File: src/sv/dfa_pkg.sv
// shared constants, types and helpers for the table driven dfa recognizer
`default_nettype none

package dfa_pkg;

	// automaton size
	localparam int STATES   = 128;
	localparam int SYMBOLS  = 64;
	localparam int ST_W     = $clog2(STATES);
	localparam int SYM_W    = $clog2(SYMBOLS);
	localparam int TT_DEPTH = STATES * SYMBOLS;
	localparam int TT_AW    = $clog2(TT_DEPTH);

	// fixed port widths
	localparam int FUNC_W   = 3;
	localparam int SYM_IN_W = 6;
	localparam int ST_IN_W  = 8;
	localparam int CHAR_W   = 8;
	localparam int START_W  = 8;
	localparam int ASIZE_W  = 7;
	localparam int FINAL_W  = 8;
	localparam int CFG_IW   = 1;
	localparam int CFG_DW   = 8;

	// input function codes
	localparam logic [FUNC_W-1:0] FUNC_WR_SYM    = 3'd0;
	localparam logic [FUNC_W-1:0] FUNC_WR_TRANS  = 3'd1;
	localparam logic [FUNC_W-1:0] FUNC_WR_ACCEPT = 3'd2;
	localparam logic [FUNC_W-1:0] FUNC_FEED      = 3'd3;
	localparam logic [FUNC_W-1:0] FUNC_END       = 3'd4;

	// configuration register indexes
	localparam logic [CFG_IW-1:0] CFG_START = 1'b0;
	localparam logic [CFG_IW-1:0] CFG_ASIZE = 1'b1;

	// operations handed from front to back
	localparam logic [1:0] OP_TRANS  = 2'd0;
	localparam logic [1:0] OP_ACCEPT = 2'd1;
	localparam logic [1:0] OP_FEED   = 2'd2;
	localparam logic [1:0] OP_END    = 2'd3;

	typedef struct packed {
		logic [1:0]       kind;
		logic [ST_W-1:0]  st;
		logic [SYM_W-1:0] sym;
		logic [ST_W-1:0]  nxt;
		logic             flag;
		logic             found;
		logic             last;
	} op_t;

	typedef struct packed {
		logic               accepted;
		logic               bad_symbol;
		logic [FINAL_W-1:0] final_state;
	} res_t;

	// queue handshake between front and back
	typedef struct packed {
		logic full;
		logic empty;
	} q_stat_t;

	// flat transition table address of a state and symbol index
	function automatic logic [TT_AW-1:0] tt_addr(input logic [ST_W-1:0] s,
		input logic [SYM_W-1:0] y);
		return TT_AW'(TT_AW'(s) * TT_AW'(SYMBOLS)) + TT_AW'(y);
	endfunction

endpackage

`default_nettype wire

File: src/sv/dfa_op_queue.sv
// two-entry queue of classified operations between front and back
`default_nettype none

module dfa_op_queue (
	input  wire               clk,
	input  wire               arst_n,
	input  wire               wr,
	input  dfa_pkg::op_t      wr_op,
	input  wire               rd,
	output dfa_pkg::op_t      rd_op,
	output dfa_pkg::q_stat_t  stat
);
	import dfa_pkg::*;

	op_t        ent_q [2];
	logic       wp_q, rp_q;
	logic [1:0] cnt_q;
	logic       do_wr, do_rd;

	assign stat.full  = (cnt_q == 2'd2);
	assign stat.empty = (cnt_q == 2'd0);
	assign do_wr      = wr && !stat.full;
	assign do_rd      = rd && !stat.empty;
	assign rd_op      = ent_q[rp_q];

	// pointers and fill count
	always_ff @(posedge clk or negedge arst_n) begin
		if (!arst_n) begin
			wp_q  <= 1'b0;
			rp_q  <= 1'b0;
			cnt_q <= 2'd0;
		end else begin
			if (do_wr) begin
				wp_q <= !wp_q;
			end
			if (do_rd) begin
				rp_q <= !rp_q;
			end
			cnt_q <= cnt_q + 2'(do_wr) - 2'(do_rd);
		end
	end

	// entry storage
	always_ff @(posedge clk) begin
		if (do_wr) begin
			ent_q[wp_q] <= wr_op;
		end
	end

endmodule

`default_nettype wire

File: config.mk
export PLATFORM = sky130hd
export DESIGN_NAME = dfa_op_queue
export DESIGN_NICKNAME = d
export VERILOG_FILES = /design/src/sv/dfa_pkg.sv /design/src/sv/dfa_op_queue.sv
export SDC_FILE = /design/constraint.sdc
export NUM_CORES = 1
export LEC_CHECK = 0
export BUFFER_PORTS_ARGS = -buffer_cell sky130_fd_sc_hd__clkbuf_2
export CORE_MARGIN = 2
export CORE_UTILIZATION = 51
export CTS_CLUSTER_SIZE = 10
export DETAILED_ROUTE_END_ITERATION = 12
export GPL_ROUTABILITY_DRIVEN = 0
export PLACE_DENSITY = 0.82
export SETUP_SLACK_MARGIN = 0.5
export SYNTH_ARGS = -nofsm -noshare
export SYNTH_HDL_FRONTEND = slang
export SYNTH_SLANG_ARGS = --single-unit
File: constraint.sdc
create_clock -name clk -period 2.8 [get_ports clk]
set_clock_uncertainty 0.15 [all_clocks]
set_input_delay 0.14 -clock clk [delete_from_list [all_inputs] [get_ports clk]]
set_output_delay 0.14 -clock clk [all_outputs]
set_load 0.05 [all_outputs]
# Word-level counts from Yosys, hierarchy flattened
# Memory sizes are Yosys's and may differ from the RTL's.
# Index checks and enable logic that the tools add are counted.
dict set report classes {
  add_sub_neg 2
  n_reduce_logical 7
  eq_ne 1
  muxes 2
}
# cell n
set ops {}
lappend ops {{1-bit logical NOT} 4}
lappend ops {{2-bit by 1-bit adder with 2-bit output} 1}
lappend ops {{2-bit == test (second input constant)} 1}
lappend ops {{1-bit logical AND} 2}
lappend ops {{2-bit logical NOT} 1}
lappend ops {{1-bit 2-to-1 mux} 2}
lappend ops {{2-bit by 1-bit subtractor with 2-bit output} 1}
dict set report word_totals {
  input_bits 29
  memories 1
  reg_bits 4
  ram_bits 50
  word_cells 16
  out_inout_bits 27
}
# memory depth word_bits rd rd_clocked_by_memory_dff write_ports line
set memory_table {}
lappend memory_table {ent_q 2 25 1 0 1 dfa_op_queue.sv:15} ;# op_t ent_q [2];

# Depth between registers and ports, before layout
# Gate-level depths: netlist of the first run.
dict set report logic_depth {
  word_depth 5
  ltp_mapped 7
  mapped_depth_nobuf 7
}

# Least setup slack after synthesis of the first run
# No wires, ideal clock.
dict set report synth_path {
  path_kind {register to register}
  from {register cnt_q[1]}
  to {register cnt_q[1]}
  required_time_ps 2527
  setup_time_ps 123
  path_stages_with_launch 8
  synth_period_minus_slack_ps 2243
  path_buffers 0
  arrival_time_ps 1970
  slack_ps 557
  cell_sequence {dfrtp_1 nor2_1 nor2b_2 ha_1 inv_1 ha_1 xnor2_1 xnor2_1}
}
# element line
set synth_lines {}
lappend synth_lines {{start, declared} dfa_op_queue.sv:17} ;# logic [1:0] cnt_q;
lappend synth_lines {{start signal, assigned} dfa_op_queue.sv:39} ;# cnt_q <= cnt_q + 2'(do_wr) - 2'(do_rd);

==> results of run 1 <==
registers in the layout, summed over array words and instances, names as in the netlist:
register	count
wp_q	1
cnt_q	2
rp_q	1
ent_q	50
worst max-delay path by stage:
stage | from | end | depth (start not counted)
floorplan | cnt_q[1] | cnt_q[1] | 7
global placement | cnt_q[1] | ent_q[0][13] | 4
detailed placement | cnt_q[1] | ent_q[0][10] | 4
CTS | rp_q | rd_op[24] | 3
global route | rp_q | rd_op[1] | 3
finish | rp_q | rd_op[24] | 3
stage by stage:
step | setup WS (ps) | total power (W) | hold slack, ps | util (%) | area [sq um]
after floorplan | 557.0 | 0.002420 | -305.6 | - | 2106
after global placement | 1034 | 0.002611 | -197.2 | 60.74 | 2430
after detailed placement | 942.9 | 0.002656 | -193.0 | 60.74 | 2430
after CTS | 654.9 | 0.003064 | 16.61 | 69.28 | 2771
after global routing | 577.0 | 0.003182 | 27.91 | 69.28 | 2771
final | 696.5 | 0.003029 | 30.26 | 69.28 | 2771
metal layers:
metal / global-route usage (%) / part of all wire, % / wire, um
met1: 16.37 / 41 / 1298
met3: 5.592 / 6.5 / 206
met2: 26.70 / 52 / 1659
met5: 0 / 0 / 0
met4: 3.500 / 0.47 / 15
area by class of cell:
cell class / instances / share of cell area [%]
Clock buffer: 6 / 2.619
Clock inverter: 2 / 0.3160
Inverter: 2 / 0.2709
Multi-Input combinational cell: 37 / 16.16
Sequential cell: 54 / 57.79
Tap cell: 50 / 2.257
Timing Repair Buffer: 84 / 20.59
cells in the final DEF (no fill, tap or decap), types with 2 or more instances in the layout:
cell / Yosys / final
mux2_2: 6 / 6
mux2_4: 19 / 19
dfrtp_1: 4 / 4
clkbuf_2: 0 / 55
ha_1: 2 / 2
inv_1: 2 / 2
buf_4: 0 / 2
clkbuf_8: 0 / 5
dlygate4sd3_1: 0 / 26
xnor2_1: 3 / 3
edfxtp_1: 50 / 50
worst max-delay path, stage by stage, from the launching register on:
cell,delay (ps)
dfrtp_1,680
buf_12,250
mux2_2,350
clkbuf_2,240
report_power, final:
group	switching, W	internal [W]
clock	0.000209	0.000172
sequential	0.0000904	0.00111
combinational	0.000962	0.000488
total	0.00126	0.00177
cells by family after synthesis:
group / synth area share (%)
DFF: 76.05
muxes: 16.76
and+or+nand+nor: 1.545
buffers and inverters: 2.793
xor gates and xnor gates: 1.664
adders and majority gates: 1.188
==> flow_summary.toml, run 1 <==
[min_path]
hp-class = "input port to asynchronous set/reset pin"

[cts]
postCtsSetupRepairBufs = 0
numCtsBuffers = 5
htreeDepth = 2
path_clk_slew_ps = 80
cts_tree = "built"
cts_resized = 0
numClockSinks = 54
cts_root_buf = "clkbuf_8"
clock_path_buffers = 2
clock_latency_ps = 280
hold_buffers = 26

[logic_synthesis]
synth_commonest_cells = "50 x edfxtp_1, 19 x mux2_4, 6 x mux2_2"
post_synth.cell_area_avg_sq_um = 21.94
yosys-top-cells-area = "edfxtp_1 71%, mux2_4 14%, dfrtp_1 4.8%"
syn_nets = 127
synth_top_area_share_pct = 71.30
syn_area_sq_um = 2106
ys_seq_area_share_pct = 76.05
synth_cells = 96
synthArstFlopShare_pct = 7.407
synth.most_common_cell = "edfxtp_1"
yosys_warnings = 0
ys.flop_type = "edfxtp_1"
synth_edf_count = 50
yosys.area.top_type = "edfxtp_1"
yosysUniqueCellTypes = 15
ys_ff_latch = 54

[finish]
syn_to_final_growth_pct = 31.61
layout-drive-gt1-share_pct = 49.19
fin_nets = 215
fillCellCount = 259
regArea_sq_um = 1602
antenna_cells = 0
multi_input_area_sq_um = 447.9
layout.cells.non_filler = 235

[floorplanning]
coreArea_sq_um = 4000
fp.dieArea_sq_um = 4659
ios = 56
initial_core_util_pct = 52.64
num_rows = 23
die_y_um = 68.26
die_x_um = 68.26

[setup_path]
worstRegToRegCells = 4
cp-start-kind = "flip-flop"
rr_startpoint = "cnt_q[1]"
crit_type = "flip-flop to output port"
reg2reg_slack_ps = 940
worst_ep_required_time_ps = 2510
r2r_end = "ent_q[0][20]"
crit_path_end_kind = "output port"
cp.arrival_ps = 1810
path_max_fanout = 18

[global_routing]
track_usage_pct = 14.76
grt_pass1_wl_um = 4878
antenna_found_initial = 0
grt_pass1_vias = 1118
grt_max_degree = 19
grt_remaining_overflow = 0

[timing]
drv_slew = 0
setup_tns_ps = 0
hold_viol = 0
period_minus_slack_ps = 2104
setup_viol = 0
grt_setup_unrepaired = "no"
max_slew_margin_pct = 64.77
fmax_mhz = 475.4
period_share_pct = 75.13
worst_pin_slew_ps = 528.4

[outcome]
outcome = "finished clean"

[routing]
dr.first_iter.drc_count = 53
remaining_drc_errors = 0
firstDrtPassIters = 4
routed_via_density = 4.660
wl_per_cell_um = 13.53
wirelength_um = 3179
detail-route-antenna-nets = 0
vias = 1095

[power_and_ir_drop]
ir_drop_v = 0.0007134
p_leak_nw = 1.148
powerDensity_nw_per_um2 = 1093

[place]
placed_cells = 201
detailed_place_hpwl_um = 2222
port_buffers = 55

[job]
maxCapViolCount = 0
Power figures use the tool's default switching activity.
==> inputs of run 2 (changes only) <==
Settings changed: ABC_AREA from default to 1, CORE_UTILIZATION 51 to 46, PLACE_DENSITY 0.82 to 0.78.
Clock period 2.8 ns to 1.9 ns, I/O delays scaled along.
==> run 2 against run 1 <==
Register-to-register slack lost 620 ps. Cell area rose by 28%. First-iteration DRC count rose by 120%. Combinational power increased to 2.7 times the previous value. Largest power group unchanged. Clock power grew 51%. Via count increased by 50%.
==> flow_summary.toml, run 2 <==
[outcome]
outcome = "finished clean"

[power_and_ir_drop]
p_leak_nw = 1.550
p_int_w = 0.003466
p_seq_share_pct = 28.5
ir_drop_v = 0.0009961
clkPwrFrac_pct = 9.2
p_total_w = 0.006245
power_switching_w = 0.002780
combPwrFrac_pct = 62.3
powerDensity_nw_per_um2 = 1764
power_switching_share_pct = 44.51

[cts]
numClockSinks = 54
cts_tree = "built"
numCtsBuffers = 5
cts_root_buf = "clkbuf_8"
clock_path_buffers = 2
clock_latency_ps = 290
htreeDepth = 2
path_clk_slew_ps = 80

[timing]
grt_setup_unrepaired = "yes"
fin_hold_ws_ps = 295.1
fmax_mhz = 615.9
worst_pin_slew_ps = 241.2
hold_viol = 0
setup_tns_ps = 0
setup_viol = 0
max_slew_margin_pct = 83.92
drv_slew = 0
period_minus_slack_ps = 1624
period_share_pct = 85.46

[logic_synthesis]
ys_seq_area_share_pct = 76.51
muxShareOfSynthArea_pct = 0
syn_area_sq_um = 2093
yosys.area.top_type = "edfxtp_1"
synth-compound-area-share_pct = 0
yosys_warnings = 0
synthAdderAreaFrac_pct = 1.195
ys.flop_type = "edfxtp_1"
synthArstFlopShare_pct = 7.407
post_synth.cell_area_avg_sq_um = 12.76
synth_edf_count = 50
yosysUniqueCellTypes = 12
synthXorXnorAreaFrac_pct = 0
syn_nets = 195
yosys-top-cells-area = "edfxtp_1 72%, nand2_1 15%, dfrtp_1 4.8%"
synth_commonest_cells = "83 x nand2_1, 50 x edfxtp_1, 10 x inv_1"
synth.most_common_cell = "nand2_1"
synth_top_area_share_pct = 71.73
ys_ff_latch = 54
synth_top_family_by_area = "simple AND/OR/NAND/NOR gates"
synth_cells = 164
synth_simple_gate_area_share_pct = 17.27

[global_routing]
grt_max_degree = 15
grt_pass1_vias = 1646
grt_pass1_wl_um = 7479
antenna_found_initial = 0
grt_remaining_overflow = 0
track_usage_pct = 20.03

[routing]
vias = 1638
wl_per_cell_um = 16.58
firstDrtPassIters = 4
routed_via_density = 4.934
detail-route-antenna-nets = 0
wirelength_um = 5503
dr.first_iter.drc_count = 115
remaining_drc_errors = 0

[floorplanning]
die_x_um = 71.46
die_y_um = 71.46
num_rows = 24
fp.dieArea_sq_um = 5106
ios = 56
coreArea_sq_um = 4354
initial_core_util_pct = 48.07

[finish]
fin_nets = 311
syn_to_final_growth_pct = 69.16
multi_input_area_sq_um = 584.3
layout-drive-gt1-share_pct = 49.29
reg_top3 = "ent_q: 50 flops, cnt_q: 2 flops"
antenna_cells = 0
layout_common_cells = "52 x nand2_1, 50 x edfxtp_1, 30 x dlygate4sd3_1"
fillCellCount = 222
largest_reg_flops = 50
utilization_pct = 81.32
design_area_sq_um = 3541
regArea_sq_um = 1603
regMostFlops = "ent_q"
layout_commonest_cell = "nand2_1"

[setup_path]
slowest_delay_ps = 500
crit_type = "flip-flop to output port"
cp-start-kind = "flip-flop"
cp_common_cell = "nand2_2"
crit_path_end_kind = "output port"
path_max_fanout = 5
cp.arrival_ps = 1380
worstPathCellList = "buf_12 -> clkbuf_16 -> nand2_2 -> nand2_2 -> buf_8"
worst_ep_required_time_ps = 1650
path_buf_inv = 3
cp_slowest_cell = "dfrtp_2"
critPathTopFamily = "flip-flops"

[place]
detailed_place_hpwl_um = 2311
port_buffers = 55
dpl-instance-area_sq_um = 2429

[min_path]
hp-class = "input port to flip-flop"

[job]
maxCapViolCount = 0
==> run 2: area by class of cell <==
class / instances / area share (%)
flip-flops and latches: 54 / 45.27
well taps: 52 / 1.837
inverters: 11 / 1.484
repair inverters: 3 / 0.7774
clock buffers: 7 / 2.155
repair buffers: 111 / 31.98
multi-input cells: 94 / 16.50
==> run 2: layer usage <==
metal | vias up | global-route usage (%) | share of wire, %
met4 | 0 | 10.48 | 3.2
li1 | 769 | - | -
met5 | - | 0 | 0
met2 | 73 | 37.04 | 57
met3 | 16 | 2.954 | 4.7
met1 | 780 | 22.10 | 35
==> run 2: worst reg2reg max path, stage by stage, from the launching register on <==
cell and delay, ps:
dfrtp_1 420, buf_6 140, nand2_4 80, nand2_4 80, nor2_4 170, buf_6 130, clkbuf_16 130
==> run 2: repair_timing <==
action | CTS | global route
hold buffers | 30 | 0
setup buffers | 16 | 4
pin swaps | 9 | 11
cloned | 4 | 2
endpoints found under the setup margin | 54 | 80
resized for setup | 67 | 85
endpoints found under the hold margin | 56 | 0
==> run 2: worst paths after layout <==
path	start	end	slack (ps)	depth (start not counted)
worst max-delay path	rp_q	rd_op[1]	280	5
worst min-delay path	rd	cnt_q[1]	300	7
worst max register to register	cnt_q[1]	ent_q[1][24]	320	6
worst min register to register	wp_q	wp_q	440	2
max in group asynchronous	arst_n	rp_q	840	3
min in group asynchronous	arst_n	cnt_q[0]	570	3
==> run 2: kinds of logic (layout without fill, tap and decap cells) <==
kind of cell / Yosys count / count (layout)
adder cells (fa/ha/maj): 2 / 2
buffers and inverters: 16 / 132
AND/OR/NAND/NOR: 92 / 92
flip-flops: 54 / 54
==> run 2: power by group through the flow <==
stage               clock (W)  sequential [W]  combinational, W
global placement            0         0.00176           0.00221
global route         0.000649         0.00180           0.00408
floorplan                   0         0.00172           0.00185
CTS                  0.000585         0.00174           0.00316
finish               0.000576         0.00178           0.00389
detailed placement          0         0.00178           0.00225
==> run 2: metrics by stage <==
| stage | setup slack [ps] | cells |
|---|---|---|
| after CTS | 292.6 | 326 |
| after floorplan | 399.1 | 164 |
| after global placement | 220.6 | 269 |
| after global routing | 206.4 | 332 |
| final | 276.3 | 332 |
| after detailed placement | 124.5 | 269 |
