`config.mk`:
```
export PLATFORM = sky130hd
export DESIGN_NAME = dfa_front
export DESIGN_NICKNAME = d
export VERILOG_FILES = /design/src/sv/dfa_pkg.sv /design/src/sv/dfa_front.sv
export SDC_FILE = /design/constraint.sdc
export NUM_CORES = 1
export LEC_CHECK = 0
export ABC_AREA = 1
export BUFFER_PORTS_ARGS = -buffer_cell sky130_fd_sc_hd__buf_4
export CAP_MARGIN = 10
export CORE_ASPECT_RATIO = 0.5
export CORE_UTILIZATION = 40
export CTS_BUF_LIST = sky130_fd_sc_hd__clkbuf_4 sky130_fd_sc_hd__clkbuf_8
export DETAILED_ROUTE_END_ITERATION = 6
export GPL_ROUTABILITY_DRIVEN = 0
export GPL_TIMING_DRIVEN = 0
export PLACE_DENSITY = 0.58
export REMOVE_ABC_BUFFERS = 1
export SLEW_MARGIN = 20
export SYNTH_ARGS = -nofsm -noshare
export SYNTH_HDL_FRONTEND = slang
export SYNTH_SLANG_ARGS = --single-unit
export TNS_END_PERCENT = 5
```
`constraint.sdc`:
```
create_clock -name clk -period 6.1 [get_ports clk]
set_clock_uncertainty 0.15 [all_clocks]
set_input_delay 0.915 -clock clk [delete_from_list [all_inputs] [get_ports clk]]
set_output_delay 0.915 -clock clk [all_outputs]
set_load 0.02 [all_outputs]
```
`src/sv/dfa_pkg.sv`:
```
// shared constants, types and helpers for the table driven dfa recognizer
`default_nettype none

package dfa_pkg;

	// automaton size
	localparam int STATES   = 128;
	localparam int SYMBOLS  = 64;
	localparam int ST_W     = $clog2(STATES);
	localparam int SYM_W    = $clog2(SYMBOLS);
	localparam int TT_DEPTH = STATES * SYMBOLS;
	localparam int TT_AW    = $clog2(TT_DEPTH);

	// fixed port widths
	localparam int FUNC_W   = 3;
	localparam int SYM_IN_W = 6;
	localparam int ST_IN_W  = 8;
	localparam int CHAR_W   = 8;
	localparam int START_W  = 8;
	localparam int ASIZE_W  = 7;
	localparam int FINAL_W  = 8;
	localparam int CFG_IW   = 1;
	localparam int CFG_DW   = 8;

	// input function codes
	localparam logic [FUNC_W-1:0] FUNC_WR_SYM    = 3'd0;
	localparam logic [FUNC_W-1:0] FUNC_WR_TRANS  = 3'd1;
	localparam logic [FUNC_W-1:0] FUNC_WR_ACCEPT = 3'd2;
	localparam logic [FUNC_W-1:0] FUNC_FEED      = 3'd3;
	localparam logic [FUNC_W-1:0] FUNC_END       = 3'd4;

	// configuration register indexes
	localparam logic [CFG_IW-1:0] CFG_START = 1'b0;
	localparam logic [CFG_IW-1:0] CFG_ASIZE = 1'b1;

	// operations handed from front to back
	localparam logic [1:0] OP_TRANS  = 2'd0;
	localparam logic [1:0] OP_ACCEPT = 2'd1;
	localparam logic [1:0] OP_FEED   = 2'd2;
	localparam logic [1:0] OP_END    = 2'd3;

	typedef struct packed {
		logic [1:0]       kind;
		logic [ST_W-1:0]  st;
		logic [SYM_W-1:0] sym;
		logic [ST_W-1:0]  nxt;
		logic             flag;
		logic             found;
		logic             last;
	} op_t;

	typedef struct packed {
		logic               accepted;
		logic               bad_symbol;
		logic [FINAL_W-1:0] final_state;
	} res_t;

	// queue handshake between front and back
	typedef struct packed {
		logic full;
		logic empty;
	} q_stat_t;

	// flat transition table address of a state and symbol index
	function automatic logic [TT_AW-1:0] tt_addr(input logic [ST_W-1:0] s,
		input logic [SYM_W-1:0] y);
		return TT_AW'(TT_AW'(s) * TT_AW'(SYMBOLS)) + TT_AW'(y);
	endfunction

endpackage

`default_nettype wire

```
`src/sv/dfa_front.sv`:
```
// front part: input stage, symbol table, parallel symbol search, classification
`default_nettype none

module dfa_front (
	input  wire                          clk,
	input  wire                          arst_n,
	input  wire                          push,
	output logic                         full,
	input  wire [dfa_pkg::FUNC_W-1:0]    func,
	input  wire [dfa_pkg::SYM_IN_W-1:0]  symbol_index,
	input  wire [dfa_pkg::ST_IN_W-1:0]   state_index,
	input  wire [dfa_pkg::CHAR_W-1:0]    char_value,
	input  wire [dfa_pkg::ST_IN_W-1:0]   next_state,
	input  wire                          accept_flag,
	input  wire                          last_char,
	input  wire [dfa_pkg::ASIZE_W-1:0]   sym_count,
	input  dfa_pkg::q_stat_t             q_stat,
	output logic                         q_push,
	output dfa_pkg::op_t                 q_op
);
	import dfa_pkg::*;

	logic                s1_valid_q;
	logic [FUNC_W-1:0]   func_s1;
	logic [SYM_IN_W-1:0] sym_s1;
	logic [ST_IN_W-1:0]  st_s1;
	logic [CHAR_W-1:0]   ch_s1;
	logic [ST_IN_W-1:0]  nx_s1;
	logic                flag_s1;
	logic                last_s1;

	logic [CHAR_W-1:0]   sym_tab_q [SYMBOLS];

	logic                accept_in;
	logic                need_q;
	logic                retire;
	logic                st_ok, nx_ok, sym_ok;
	logic [15:0]         st16, nx16, n16;
	logic [SYMBOLS-1:0]  match;
	logic                hit;
	logic [SYM_W-1:0]    hit_idx;

	assign accept_in = push && !full;

	// input stage register
	always_ff @(posedge clk or negedge arst_n) begin
		if (!arst_n) begin
			s1_valid_q <= 1'b0;
		end else if (accept_in) begin
			s1_valid_q <= 1'b1;
		end else if (retire) begin
			s1_valid_q <= 1'b0;
		end
	end

	always_ff @(posedge clk) begin
		if (accept_in) begin
			func_s1 <= func;
			sym_s1  <= symbol_index;
			st_s1   <= state_index;
			ch_s1   <= char_value;
			nx_s1   <= next_state;
			flag_s1 <= accept_flag;
			last_s1 <= last_char;
		end
	end

	// index range checks
	always_comb begin
		st16   = 16'(st_s1);
		nx16   = 16'(nx_s1);
		st_ok  = (st16 >= 16'd1) && (st16 <= 16'(STATES));
		nx_ok  = (nx16 >= 16'd1) && (nx16 <= 16'(STATES));
		sym_ok = 16'(sym_s1) < 16'(SYMBOLS);
	end

	// parallel compare against the symbols in use, lowest index wins
	always_comb begin
		n16 = (16'(sym_count) > 16'(SYMBOLS)) ? 16'(SYMBOLS) : 16'(sym_count);
		for (int i = 0; i < SYMBOLS; i++) begin
			match[i] = (sym_tab_q[i] == ch_s1) && (16'(i) < n16);
		end
		hit     = |match;
		hit_idx = '0;
		for (int i = SYMBOLS - 1; i >= 0; i--) begin
			if (match[i]) begin
				hit_idx = SYM_W'(i);
			end
		end
	end

	// classify the staged item into a back-end operation
	always_comb begin
		need_q     = 1'b0;
		q_op.kind  = OP_END;
		q_op.st    = ST_W'(st16 - 16'd1);
		q_op.sym   = SYM_W'(sym_s1);
		q_op.nxt   = ST_W'(nx16 - 16'd1);
		q_op.flag  = flag_s1;
		q_op.found = hit;
		q_op.last  = last_s1;
		unique case (func_s1)
			FUNC_WR_SYM: begin
				need_q = 1'b0;
			end
			FUNC_WR_TRANS: begin
				need_q    = sym_ok && st_ok && nx_ok;
				q_op.kind = OP_TRANS;
			end
			FUNC_WR_ACCEPT: begin
				need_q    = st_ok;
				q_op.kind = OP_ACCEPT;
			end
			FUNC_FEED: begin
				need_q    = 1'b1;
				q_op.kind = OP_FEED;
				q_op.sym  = hit_idx;
			end
			FUNC_END: begin
				need_q    = 1'b1;
				q_op.kind = OP_END;
			end
			default: begin
				need_q = 1'b0;
			end
		endcase
	end

	assign retire = !need_q || !q_stat.full;
	assign full   = s1_valid_q && !retire;
	assign q_push = s1_valid_q && need_q && !q_stat.full;

	// symbol table write, done in order with the search
	always_ff @(posedge clk) begin
		if (s1_valid_q && (func_s1 == FUNC_WR_SYM) && sym_ok) begin
			sym_tab_q[SYM_W'(sym_s1)] <= ch_s1;
		end
	end

endmodule

`default_nettype wire

```
Word-level counts from Yosys, hierarchy flattened --
Memory sizes are Yosys's and may differ from the RTL's. Cells that the tools add are included.
Operators by class: add/subtract/negate cells 2, multipliers 0, divide/modulo/power cells 0, magnitude comparators 69, eq/ne operators 68, shift operators 0, muxes and demuxes 72, bitwise operators 0, reductions and logical operators 81
Operators by type and width (count):
- $eq A8 B8 Y1 | 64
- $mux W6 | 65
- $lt A6 B7 Y1 const A | 32
- $lt A5 B7 Y1 const A | 16
- $logic_and A1 B1 Y1 | 72
- $reduce_or A64 Y1 | 1
- $lt A4 B7 Y1 const A | 8
- $lt A3 B7 Y1 const A | 4
- $ge A8 B1 Y1 const B | 2
- $le A8 B8 Y1 const B | 2
- $lt A1 B7 Y1 const A | 2
- $lt A2 B7 Y1 const A | 2
- $sub A7 B1 Y7 const B | 2
- $gt A7 B7 Y1 const B | 1
- $mux W7 | 1
- $eq A3 B2 Y1 const B | 2
- $pmux W2 S3 | 1
- $logic_not A1 Y1 | 4
- $mux W1 | 4
- $eq A3 B1 Y1 const B | 1
- $eq A3 B3 Y1 const B | 1
- $logic_not A3 Y1 | 1
- $pmux W1 S3 | 1
- $reduce_bool A2 Y1 | 1
- 2 further kinds | 2
Word-level totals: bits in registers 36, bits in latches 0, bits in writable memories 512, memory bits (read-only) 0, input port bits 47, output and inout bits 27, logic and storage cells 301, memories kept 1
Memory list:
- sym_tab_q | words 64, bits a word 8, rd ports 64, clocked after memory_dff 0, wr ports 1, RTL line dfa_front.sv:32 | logic [CHAR_W-1:0] sym_tab_q [SYMBOLS];

Depth between registers and ports, before layout --
Gate-level depths: netlist (run 1).
depth after elaboration 69, mapped depth 72, gate-level depth less buffers 71

Worst setup path before layout (run 1) --
OpenSTA, ideal clock, no wires.
kind register to output, start point reg ch_s1[0], end point out q_op[10] (netlist bit), arrival time 4.874 ns, required time 5.035 ns, setup slack 0.161 ns, stages on the path, launching flop included 71, buffers on the path 0, cell sequence edfxtp_1 inv_1 nand2_1 nand2_1 nor2_1 nand2_1 nor2_4 nand3_2 nand2_1 nand2_1 nand2_1 nand2_1 nand2_1 nand2_1 nand2_1 nand2_1 nand2_1 nand2_1 [35 not listed] nand2_1 nand2_1 nand2_1 nand2_1 nand2_1 nand2_1 nand2_1 nand2_1 nand2_1 nand2_1 nand2_1 nand2_1 nand2_1 nand2_1 nand2_1 nand2_1 nand2_1 nand2_1
RTL lines:
- from (decl) | RTL line dfa_front.sv:27 | logic [CHAR_W-1:0] ch_s1;
- from (signal assigned) | RTL line dfa_front.sv:61 | ch_s1 <= char_value;
- to (decl) | RTL line dfa_front.sv:19 | output dfa_pkg::op_t q_op

==> results.json, run 1 <==
{
  "power_density_nw_per_um2": 261,
  "fin_crit_sh": 1.19,
  "drt_iter0_drc": 1396,
  "placed_area_sq_um": 27500,
  "final_nets": 2265,
  "portBuffers": 72,
  "cp-end-kind": "primary output",
  "leakage_nw": 10.8,
  "syn-cell-area_sq_um": 25100,
  "nFillCells": 5302,
  "layout_min_cycle_time_ns": 7.24,
  "slowest_stage": "edfxtp_1",
  "cp_max_fo": 14,
  "cts.path.max_buffers": 3,
  "track_usage": 0.196,
  "ys.flop_type": "edfxtp_1",
  "rsz0062_at_grt": "true",
  "netlist_top_cells_area": "edfxtp_1 65%, xor2_1 8.9%, xnor2_1 5.1%",
  "htreeDepth": 3,
  "grt_pass1_vias": 14900,
  "syn_inst": 1969,
  "synth.distinct_cells": 56,
  "final_area_sq_um": 30200,
  "max_stage_delay_ns": 0.45,
  "synth_edf_count": 547,
  "ys_ff_latch": 548,
  "core-area_sq_um": 61600,
  "die_area_sq_um": 63800,
  "detail-route-antenna-nets": 0,
  "die_x_microns": 356,
  "cts_tree": "yes",
  "crit_type": "reg -> out",
  "routed_wirelength_mm": 63.6,
  "finalSetupTns_ns": -1.63,
  "status": "finished with violations",
  "numClockSinks": 548,
  "grt_max_degree": 46,
  "synth_top_area_share": 0.654,
  "setup_viol_count_final": 2,
  "drive_above_1_share": 0.211,
  "slew_viol_final": 0,
  "ios": 74,
  "grt_pass1_wl_mm": 92.3,
  "cap_violations": 0,
  "crit_required_ns": 5.03,
  "async_reset_ff_frac": 0.00182,
  "antenna_found_initial": 1,
  "slew-limit-headroom": 0.237,
  "vias": 16000,
  "critPathLaunchType": "flop",
  "wl_per_cell_microns": 20.6,
  "drc": 0,
  "overflow": 0,
  "fmax_mhz": 138,
  "ys_warn_count": 0,
  "vias_per_cell": 5.16,
  "crit_top_cell": "nand2_1",
  "numCtsBuffers": 83,
  "syn_avg_cell_area_sq_um": 12.8,
  "hold_violations": 0,
  "chipHeight_microns": 179,
  "rows": 64,
  "fin_worst_hold_slack_ns": 0.301,
  "first_pass_iters": 7,
  "path_clk_slew_ns": 0.06,
  "cp_data_arrival_time_ns": 6.18,
  "synth-seq-area-share": 0.655,
  "clk_latency_ns": 0.64,
  "start_util": 0.408,
  "area.growth.synth_to_final_pct": 20.4,
  "hold_class": "in -> reg",
  "layout_setup_ws_ns": -1.14,
  "hpwl_mm": 40.9,
  "violations": "negative setup slack",
  "final_util": 0.491,
  "synth_area_leader_cell": "edfxtp_1",
  "ir_drop_uv": 151,
  "tightest_slew_ns": 1.14,
  "root_buffer": "clkbuf_8"
}
==> worst max-delay path, delay by kind of cell (launching register included) <==
family,cells,cell delay [ns]
flip-flops,1,0.45
buffers and inverters,5,0.74
XOR/XNOR,1,0.15
AND/OR/NAND/NOR,59,4.18
==> registers in the layout, summed over array words and instances, names as in the netlist <==
name,flops
st_s1,8
flag_s1,1
sym_tab_q,512
last_s1,1
nx_s1,8
ch_s1,8
func_s1,3
sym_s1,6
s1_valid_q,1
==> power breakdown <==
part | total (W) | leakage [nW] | switching, W | internal (W)
clock | 0.00293 | 0.817 | 0.00139 | 0.00154
combinational | 0.000784 | 5.05 | 0.000460 | 0.000324
sequential | 0.00419 | 4.95 | 0.0000149 | 0.00417
==> cells in the final DEF, fill, tap and decap left out, types with 18 or more instances in the layout <==
cell type / instances
edfxtp_1: 547
nand2_1: 260
xor2_1: 256
nor2_1: 164
buf_4: 149
xnor2_1: 140
clkbuf_8: 87
inv_1: 86
or2_2: 62
nand3_1: 61
nor4_1: 60
nand4_1: 58
clkbuf_4: 31
o2111ai_1: 27
buf_8: 25
buf_12: 19
clkinv_1: 18
==> what timing repair did <==
action / 4_1_cts / 5_1_grt
endpoints found under the hold margin: 1 / 0
pin swaps: 18 / 20
setup buffers: 43 / 42
setup endpoints to repair: 7 / 3
hold buffers: 1 / 0
cloned: 5 / 5
resized for setup: 70 / 31
==> routing by layer <==
| metal | up-vias | wire [microns] | track usage | part of all wire |
|---|---|---|---|---|
| li1 | 7488 | - | - | - |
| met5 | - | 0 | 0 | 0 |
| met2 | 550 | 27600 | 0.296 | 0.43 |
| met1 | 7836 | 30000 | 0.285 | 0.47 |
| met4 | 0 | 1300 | 0.0544 | 0.020 |
| met3 | 98 | 4760 | 0.0421 | 0.075 |
==> layout make-up <==
type	instances	area [sq um]	area share
flip-flops and latches	548	16500	0.544
multi-input cells	1250	8040	0.266
repair buffers	228	2650	0.0877
clock buffers	118	1430	0.0473
well taps	825	1030	0.0341
inverters	99	495	0.0164
clock inverters	22	119	0.00393
repair inverters	2	12.5	0.000414
diodes	1	2.50	0.0000828
==> worst paths after layout <==
| check | from | to | slack (ns) | cells past startpoint |
|---|---|---|---|---|
| hold reg to reg | s1_valid_q | s1_valid_q | 0.47 | 2 |
| hold / removal | char_value[3] | ch_s1[3] | 0.30 | 1 |
| min in group asynchronous | arst_n | s1_valid_q | 0.44 | 2 |
| setup reg to reg | func_s1[2] | sym_tab_q[61][5] | 2.47 | 5 |
| max in group asynchronous | arst_n | s1_valid_q | 5.28 | 2 |
| setup / recovery | ch_s1[1] | q_op[10] | -1.14 | 65 |
==> Yosys cell counts, types with 2 or more instances <==
cell type,instances
clkinv_1,2
nand2_2,3
nor3b_1,2
a21oi_1,12
xnor2_1,145
clkbuf_1,20
buf_6,13
xor2_1,256
nor3_1,14
a2111oi_0,12
nand4_1,58
nor4_1,70
nor2_4,2
o21ai_0,17
a221oi_1,2
nand3_2,5
o22ai_1,10
buf_2,19
a31oi_1,6
buf_4,4
ha_1,6
or2_2,62
edfxtp_1,547
o211ai_1,17
inv_2,4
nand3_1,61
nand2_1,267
o32ai_1,2
nor2_1,171
inv_1,88
buf_1,15
inv_4,4
o2111ai_1,27
nor2_2,4
==> kinds of logic after synthesis <==
kind of cell,after synthesis,share of synthesized area
AND/OR/NAND/NOR,725,0.135
flip-flops,548,0.655
XOR/XNOR,401,0.140
buffers and inverters,171,0.0324
AO/OA/AOI/OAI,118,0.0345
adder cells (fa/ha/maj),6,0.00299
==> through the flow <==
stage	setup WS [ns]	total power (W)	instances
5_1_grt	-1.67	0.00819	3093
6_report	-1.14	0.00790	3093
3_5_place_dp	-1.92	0.00494	2863
3_3_place_gp	-6.85	0.00488	2794
2_1_floorplan	-2.05	0.00464	1897
4_1_cts	-1.08	0.00793	3048
No activity file was read; power rests on OpenSTA's default activity.
==> run 2: changes to the inputs <==
BUFFER_PORTS_ARGS = -buffer_cell sky130_fd_sc_hd__clkbuf_2   (was -buffer_cell sky130_fd_sc_hd__buf_4)
CORE_UTILIZATION = 58   (was 40)
PLACE_DENSITY = 0.79   (was 0.58)
==> run 2 against run 1 <==
The run still ends with negative setup slack left. Largest power group unchanged. Global-route usage increased by 8.6 points. Die area decreased by 31%. Flip-flop and latch count unchanged. Clock-buffer cell count decreased by 18. Largest cell class unchanged.
==> results.json, run 2 (same netlist as run 1, synthesis figures left out) <==
{
  "switching_share": 0.241,
  "crit_type": "reg -> out",
  "largest_register": "sym_tab_q",
  "placed_area_sq_um": 26800,
  "cts_tree": "yes",
  "die_area_sq_um": 44200,
  "reg2reg_depth": 5,
  "cp_data_arrival_time_ns": 6.32,
  "r2r_start": "func_s1[2]",
  "routed_wirelength_mm": 61.8,
  "largest_reg_flops": 512,
  "violations": "negative setup slack",
  "comb_power_share": 0.094,
  "grt_max_degree": 36,
  "cts.path.max_buffers": 3,
  "layout_common_cells": "547 x edfxtp_1, 259 x nand2_1, 256 x xor2_1",
  "slew-limit-headroom": 0.200,
  "drive_above_1_share": 0.188,
  "fmax_mhz": 135,
  "fin_crit_sh": 1.21,
  "hold_class": "in -> reg",
  "hold_violations": 0,
  "start_util": 0.593,
  "portBuffers": 72,
  "p_sw_w": 0.00184,
  "overflow": 0,
  "vias": 16600,
  "htreeDepth": 3,
  "drc": 0,
  "hp-start": "func[0]",
  "slowest_stage": "edfxtp_1",
  "cap_violations": 0,
  "numClockSinks": 548,
  "cp-end-kind": "primary output",
  "grt_pass1_vias": 15900,
  "max_stage_delay_ns": 0.54,
  "finalSetupTns_ns": -1.86,
  "antenna_found_initial": 3,
  "leakage_nw": 10.4,
  "internal_power_w": 0.00582,
  "status": "finished with violations",
  "wl_per_cell_microns": 22.1,
  "fin_total_pwr_w": 0.00766,
  "cp_max_fo": 13,
  "crit_top_cell": "nand2_1",
  "tightest_slew_ns": 1.20,
  "detail-route-antenna-nets": 0,
  "numCtsBuffers": 76,
  "power_density_nw_per_um2": 264,
  "critPathLaunchType": "flop",
  "final_nets": 2218,
  "slew_viol_final": 0,
  "hpwl_mm": 39.2,
  "p_seq_frac": 0.546,
  "die_x_microns": 296,
  "crit_start": "ch_s1[4]",
  "layout_setup_ws_ns": -1.28,
  "grt_pass1_wl_mm": 92.2,
  "core-area_sq_um": 42300,
  "area.growth.synth_to_final_pct": 15.6,
  "vias_per_cell": 5.94,
  "chipHeight_microns": 149,
  "final_common_cell": "edfxtp_1",
  "final_area_sq_um": 29000,
  "layout_min_cycle_time_ns": 7.38,
  "power.share.clock": 0.359,
  "root_buffer": "clkbuf_8",
  "place_ws_ns": -1.87,
  "crit_required_ns": 5.03,
  "drt_iter0_drc": 2037,
  "rows": 53,
  "rsz0062_at_grt": "true",
  "ir_drop_uv": 181,
  "final_util": 0.686,
  "track_usage": 0.283,
  "clk_latency_ns": 0.65,
  "hold_depth": 1,
  "setup_viol_count_final": 2,
  "path_clk_slew_ns": 0.08,
  "ios": 74,
  "first_pass_iters": 6
}
-- run 2: power by group through the flow --
stage | combinational (W) | sequential (W) | clock, W
floorplan | 0.000277 | 0.00436 | 0
global placement | 0.000396 | 0.00444 | 0
detailed placement | 0.000624 | 0.00428 | 0
CTS | 0.000701 | 0.00419 | 0.00274
global route | 0.000765 | 0.00419 | 0.00292
finish | 0.000722 | 0.00419 | 0.00275
-- run 2: timing repair --
| action | CTS | global route |
|---|---|---|
| gates resized for setup | 67 | 14 |
| setup buffers | 41 | 9 |
| pin swaps | 7 | 8 |
| hold buffers | 1 | 0 |
| hold endpoints to repair | 1 | 0 |
| endpoints found under the setup margin | 7 | 3 |
| cloned | 5 | 0 |
-- run 2: area by class of cell --
cell class                      instances  area [sq um]
Sequential cell                       548         16500
Inverter                               99           489
Clock inverter                         31           175
Clock buffer                          100          1240
Fill cell                            2755         13300
Timing Repair inverter                  4          33.8
Timing Repair Buffer                  186          1950
Tap cell                              577           722
Antenna cell                            2          5.00
Multi-Input combinational cell       1250          7950
-- run 2: final timing paths --
check | endpoint | slack (ns)
min | func_s1[0] | 0.28
max reg2reg | sym_tab_q[2][4] | 2.32
min reg2reg | s1_valid_q | 0.45
max | q_op[10] | -1.28
min in group asynchronous | s1_valid_q | 0.43
max in group asynchronous | s1_valid_q | 5.28
-- run 2: routing by layer --
layer	up-vias	track usage	wire length, microns
li1	7384	-	-
met1	7997	0.395	24600
met2	1065	0.432	28000
met3	163	0.0684	7130
met4	0	0.108	2020
met5	-	0	0
-- run 2: worst max-delay path, delay by kind of cell (launching register included) --
kind                   cells  cell delay, ns
buffers and inverters      4            0.61
and+or+nand+nor           69            4.49
DFF                        1            0.54
-- run 2: through the flow --
stage | hold WS [ns] | std cells
2_1_floorplan | 0.397 | 1897
3_3_place_gp | 0.443 | 2546
3_5_place_dp | 0.443 | 2609
4_1_cts | 0.266 | 2784
5_1_grt | 0.255 | 2797
6_report | 0.284 | 2797
